## config.mk

```make
export PLATFORM = sky130hd
export DESIGN_NAME = pir_cell
export DESIGN_NICKNAME = d
export VERILOG_FILES = /design/src/rtl/pir_pkg.sv /design/src/rtl/pir_cell.sv
export SDC_FILE = /design/constraint.sdc
export NUM_CORES = 2
export LEC_CHECK = 0
export BUFFER_PORTS_ARGS = -buffer_cell sky130_fd_sc_hd__clkbuf_2
export CORE_MARGIN = 4
export CORE_UTILIZATION = 45
export DETAILED_ROUTE_END_ITERATION = 7
export PLACE_DENSITY = 0.66
export SYNTH_ARGS = -nofsm -noshare
export SYNTH_HDL_FRONTEND = slang
export SYNTH_SLANG_ARGS = --single-unit
```

## constraint.sdc

```tcl
create_clock -name clk -period 21.7 [get_ports clk]
set_input_delay 3.255 -clock clk [delete_from_list [all_inputs] [get_ports clk]]
set_output_delay 3.255 -clock clk [all_outputs]
set_load 0.01 [all_outputs]
```

## src/rtl/pir_pkg.sv

```systemverilog
// Shared constants, types and helper functions for the perifocal-to-inertial rotation.
package pir_pkg;

  localparam int CORDIC_STEPS = 24;
  localparam int VEC_W = 48;
  localparam int ANG_W = 32;
  localparam int CW = 36;                       // CORDIC datapath width (Q30 plus headroom)
  localparam int STEP_W = $clog2(CORDIC_STEPS + 1);

  localparam logic signed [CW-1:0] Q30_PI      = 36'sd3373259426;
  localparam logic signed [CW-1:0] Q30_TWO_PI  = 36'sd6746518852;
  localparam logic signed [CW-1:0] Q30_HALF_PI = 36'sd1686629713;
  localparam logic signed [CW-1:0] Q30_GAIN    = 36'sd652032874;
  localparam logic signed [VEC_W-1:0] OUT_MAX  = {1'b0, {(VEC_W-1){1'b1}}};
  localparam logic signed [VEC_W-1:0] OUT_MIN  = {1'b1, {(VEC_W-1){1'b0}}};

  typedef logic signed [CW-1:0] q30_t;

  typedef struct packed {
    q30_t x;
    q30_t y;
    q30_t z;
    logic flip;
  } cordic_t;

  function automatic q30_t atan_step(input int i);
    q30_t r;
    case (i)
      0: r = 36'sd843314857;
      1: r = 36'sd497837829;
      2: r = 36'sd263043837;
      3: r = 36'sd133525159;
      4: r = 36'sd67021687;
      5: r = 36'sd33543516;
      6: r = 36'sd16775851;
      7: r = 36'sd8388437;
      8: r = 36'sd4194283;
      9: r = 36'sd2097149;
      default: r = (i <= 30) ? (q30_t'(1) <<< (30 - i)) : '0;
    endcase
    return r;
  endfunction

  // Q30 product rounded to nearest: floor((a*b + 2^29) / 2^30).
  function automatic q30_t mulq(input q30_t a, input q30_t b);
    logic signed [2*CW-1:0] p;
    p = a * b + (72'sd1 <<< 29);
    return q30_t'(p >>> 30);
  endfunction

  // Wraps the Q4.28 angle into [-pi/2, pi/2] and starts a CORDIC vector.
  function automatic cordic_t cordic_init(input logic [ANG_W-1:0] raw);
    cordic_t c;
    q30_t z;
    z = q30_t'($signed(raw)) <<< 2;
    if (z > Q30_PI) z = z - Q30_TWO_PI;
    if (z > Q30_PI) z = z - Q30_TWO_PI;
    if (z < -Q30_PI) z = z + Q30_TWO_PI;
    if (z < -Q30_PI) z = z + Q30_TWO_PI;
    c.flip = 1'b0;
    if (z > Q30_HALF_PI) begin
      z = z - Q30_PI;
      c.flip = 1'b1;
    end else if (z < -Q30_HALF_PI) begin
      z = z + Q30_PI;
      c.flip = 1'b1;
    end
    c.x = Q30_GAIN;
    c.y = '0;
    c.z = z;
    return c;
  endfunction

endpackage

```

## src/rtl/pir_cell.sv

```systemverilog
// One CORDIC micro-rotation cell for the three angles, passing the vector along each cycle that en is high.
module pir_cell (
  input  logic                        clk,
  input  logic                        en,
  input  logic [pir_pkg::STEP_W-1:0]  step,
  input  pir_pkg::cordic_t            a_in [3],
  input  logic [2*pir_pkg::VEC_W-1:0] vec_in,
  output pir_pkg::cordic_t            a_out [3],
  output logic [2*pir_pkg::VEC_W-1:0] vec_out
);
  import pir_pkg::*;

  cordic_t a_nxt [3];
  cordic_t a_r [3];
  logic [2*VEC_W-1:0] vec_r;
  q30_t ang;

  always_comb begin
    ang = atan_step(int'(step));
    for (int k = 0; k < 3; k++) begin
      a_nxt[k] = a_in[k];
      if (!a_in[k].z[CW-1]) begin
        a_nxt[k].x = a_in[k].x - (a_in[k].y >>> step);
        a_nxt[k].y = a_in[k].y + (a_in[k].x >>> step);
        a_nxt[k].z = a_in[k].z - ang;
      end else begin
        a_nxt[k].x = a_in[k].x + (a_in[k].y >>> step);
        a_nxt[k].y = a_in[k].y - (a_in[k].x >>> step);
        a_nxt[k].z = a_in[k].z + ang;
      end
    end
  end

  always_ff @(posedge clk) begin
    if (en) begin
      a_r <= a_nxt;
      vec_r <= vec_in;
    end
  end

  assign a_out = a_r;
  assign vec_out = vec_r;
endmodule

```

# After elaboration in Yosys (flattened, before gate mapping)
# Cells that the tools add are included.
dict set report word_totals {
  latchBits 0
  memories 0
  elab_cells 55
  ramBits 0
  romBits 0
  inputBits 430
  reg_bits 423
  out_inout_bits 423
}
dict set report classes {
  div 0
  reduce_logical 1
  shifts 7
  bitwise 0
  n_eq_ne 9
  n_mul 0
  magnitude_cmp 1
  n_addsub 19
  muxes 5
}
# operator count
set op_table {}
lappend op_table {{$pmux W36 S10} 1}
lappend op_table {{$add A36 B36 Y36} 9}
lappend op_table {{$mux W108} 3}
lappend op_table {{$sub A36 B36 Y36} 9}
lappend op_table {{$sshr A36 B5 Y36} 6}
lappend op_table {{$mux W36} 1}
lappend op_table {{$sshl A1 B32 Y36 const A} 1}
lappend op_table {{$eq A5 B3 Y1 const B} 4}
lappend op_table {{$eq A5 B2 Y1 const B} 2}
lappend op_table {{$eq A5 B4 Y1 const B} 2}
lappend op_table {{$sub A5 B5 Y6 const A} 1}
lappend op_table {{$eq A5 B1 Y1 const B} 1}
lappend op_table {{$le A5 B5 Y1 const B} 1}
lappend op_table {{$logic_not A5 Y1} 1}

# Longest topological paths before layout
dict set report depth {
  depth_word 6
  mapped_depth 35
  depth_no_buf 28
}

# Worst setup path before layout
# OpenSTA, ideal clock, no wires.
dict set report synth_timing {
  path_kind {input -> register}
  start {in step[1] (netlist name)}
  end {reg a_r, in the netlist a_out[254] (data pin)}
  setup_slack_ns 12.072
  arrival_time_ns 9.370
  path_stages 29
  path_buffers 8
  t_required_ns 21.442
  setup_time_ns 0.258
  path_cell_list {buf_4 -> inv_1 -> buf_2 -> buf_2 -> buf_2 -> buf_2 -> buf_2 -> ha_1 -> clkbuf_1 -> nor2b_1 -> clkbuf_1 -> a221oi_2 -> or4b_1 -> nor4_4 -> nand2_1 -> nor2_1 -> nor2_1 -> xnor2_1 -> ha_1 -> a21o_1 -> a21o_1 -> a21oi_1 -> o21ai_0 -> a31o_2 -> or3_1 -> a41o_1 -> a311o_1 -> a21oi_1 -> xnor2_1}
}
# item line
set synth_lines {}
lappend synth_lines {{start: declaration} pir_cell.sv:5} ;# input logic [pir_pkg::STEP_W-1:0] step,
lappend synth_lines {{end signal: assignment} pir_cell.sv:36} ;# a_r <= a_nxt;
lappend synth_lines {{end: declaration} pir_cell.sv:14} ;# cordic_t a_r [3];

==> summary.md <==
| Metric | Value |
|---|---|
| Failing checks | design-rule violations |
| FFs w/ async S/R, synth | 0% |
| HP Class | input port to register |
| # rows | 122 |
| Total negative slack | 0 ps |
| Vias | 49822 |
| Post-CTS Setup Inserts | 0 |
| M3 GR Usage | 8.42% |
| Critical path arrival | 12170 ps |
| Root buffer cell | clkbuf_16 |
| Final nets | 6752 |
| Pwr Total | 4.34 mW |
| GRT Overall Usage | 37.6% |
| Met2 usage | 61.2% |
| Global-route wire length before repair | 326 mm |
| Clock sinks | 423 |
| Initial Util | 45.5% |
| RSZ-0062 raised after global routing | no |
| DRT Pass-1 Iters | 8 |
| Die height | 343 microns |
| IR Drop Worst-Case VDD | 0.0000563 V |
| Layer with the highest usage | met2 |
| DRT antenna net count | 0 |
| Largest net degree at the start of global routing | 167 |
| Hold Slack | 2760 ps |
| Commonest cells post-synth | 451 x a21oi_1, 431 x nor2_1, 423 x edfxtp_1 |
| Post-route cell area | 57300 sq um |
| Synthesis-to-layout area growth | 13.4% |
| Cell with the most instances after synthesis | a21oi_1 |
| Longest Clk Path Bufs | 3 |
| CTS tree | yes |
| IO Port Bufs | 852 |
| Clk slew on worst S/H paths | 60 ps |
| Final setup viols | 0 |
| Synthesized area | 50500 sq um |
| Layout cells sized above 1 | 24.1% |
| Synth Net Count | 6074 |
| Headroom to the max-slew limit | 10.7% |
| DRT Wirelength | 232 mm |
| Met1 global-route usage | 44.3% |
| Average wire per standard cell | 30.9 microns |
| CP Capture Type | register |
| DIE AREA | 118000 sq um |
| Drt via density | 6.61 |
| Final Non-Filler Cells | 7533 |
| Max_cap viols | 0 |
| Top FF cell, synth | edfxtp_1 |
| Iter 0 DRT Violations | 5892 |
| Crit start category | input port |
| Worst Tran Pin Value | 1310 ps |
| Seq cells post-synth | 423 |
| Critical Path RT | 22090 ps |
| Worst-path fanout max | 102 |
| Fmax | 0.0849 GHz |
| Seq/Total Area, Yosys | 25.2% |
| I/O Pins | 853 |
| P_leak | 23.9 nW |
| HPWL Detailed | 184 mm |
| Core ar. | 111000 sq um |
| DRC Markers | 1 |
| Max Slew Vio Count | 0 |
| Status | finished, violations left |
| Syn. warnings | 0 |
| Synth area leaders | edfxtp_1 25%, mux4_2 11%, ha_1 8.1% |
| Post-cts resize count | 0 |
| Hold buffer count at cts | 0 |
| CTS H-tree depth | 2 |
| Crit path kind | input port to register |
| Yosys top cell by area | edfxtp_1 |
| Pwr Density | 75.8 nW/um^2 |
| Vias in the first global route | 47086 |
| Total grt overflow | 0 |
| Synth cell types | 123 |
| Gpl congestion | 1.03 |
| Die width | 343 microns |
| Total CTS buffers | 50 |
| Final Cycle Share | 54.3% |
| Initial antenna violation count | 21 |
| EDFF count, synth | 423 |
| Final hold vios | 0 |
| Syn Inst Count | 5308 |
| Top-area cell type share of the netlist area | 25.2% |
| Dpl cell area | 55400 sq um |
| Min cycle time layout | 11780 ps |
| Post-Place Cells | 7422 |
| Syn Area/Cell | 9.51 sq um |
layer usage:
metal | wire length, microns | up-vias
met2 | 106000 | 3095
met1 | 83700 | 23978
li1 | - | 21961
met4 | 19100 | 18
met3 | 23100 | 770
met5 | 131 | -
cell families after synthesis:
kind of cell	Yosys count	synth area share, %
adders and majority gates	336	8.46
buffers and inverters	425	4.49
DFF	423	25.2
and+or+nand+nor	1416	13.9
muxes	579	17.8
xor gates and xnor gates	492	8.55
AOI/OAI and AO/OA	1637	21.6
worst paths after layout:
kind | from | end | slack [ps] | depth (start not counted)
setup / recovery | step[0] | a_out[181] | 9920 | 22
hold / removal | a_in[109] | a_out[109] | 2760 | 1
flip-flops by register name, indices dropped and copies added (netlist names):
name	cells
a_out	327
vec_out	96
per-stage QoR:
step / util, % / worst slack (ps)
final: 51.6 / 9920
after global routing: 51.6 / 9230
after CTS: 51.6 / 10060
after detailed placement: 50.0 / 9380
after global placement: 50.0 / 9460
after floorplan: - / 12070
final cells by class:
| cell class | count | area, sq um |
|---|---|---|
| Clock inverter | 39 | 513 |
| Multi-Input combinational cell | 4460 | 35600 |
| Timing Repair Buffer | 911 | 4780 |
| Antenna cell | 18 | 45.0 |
| Tap cell | 1488 | 1860 |
| Inverter | 140 | 529 |
| Clock buffer | 54 | 1270 |
| Sequential cell | 423 | 12700 |
| Fill cell | 10449 | 53700 |
layout by cell type, fill, tap and decap left out, drive strengths merged, types with 25 or more instances in the layout:
cell,netlist,routed
a21boi,25,25
o22ai,50,50
a21oi,451,451
mux2,103,103
o221ai,27,27
xor2,183,183
nand4,36,36
a21o,162,162
nor3,93,93
mux4,241,241
nor4,30,30
o21bai,54,54
ha,327,327
o21a,60,60
a31oi,89,89
nand3,92,92
inv,138,142
and2,52,52
a22oi,37,37
o21ai,269,269
and3,62,62
buf,156,68
a211oi,64,64
xnor2,309,309
nor2b,51,51
edfxtp,423,423
a221oi,39,39
or3,25,25
nand2b,58,58
clkbuf,129,897
nor2,433,433
mux2i,235,235
nand2,378,378
o211ai,54,54
critical path: stages:
cell	delay (ps)
buf_8	620
buf_4	810
buf_4	890
buf_4	730
mux4_1	660
mux2_2	300
and2_1	160
a2111oi_1	890
nand4_1	400
nor4_2	530
and2_1	350
a21oi_1	130
xor2_1	180
ha_1	400
nand3_1	160
or3_1	430
nor3_1	200
a22oi_1	120
a21oi_1	350
o211ai_1	160
a21oi_1	170
xnor2_1	80
report_power, final:
part / internal, mW / switching [mW] / leakage [nW]
combinational: 0.840 / 1.32 / 18.9
sequential: 1.17 / 0.0774 / 4.14
clock: 0.555 / 0.375 / 0.860
Note: power is estimated with default switching activity, not from simulation.
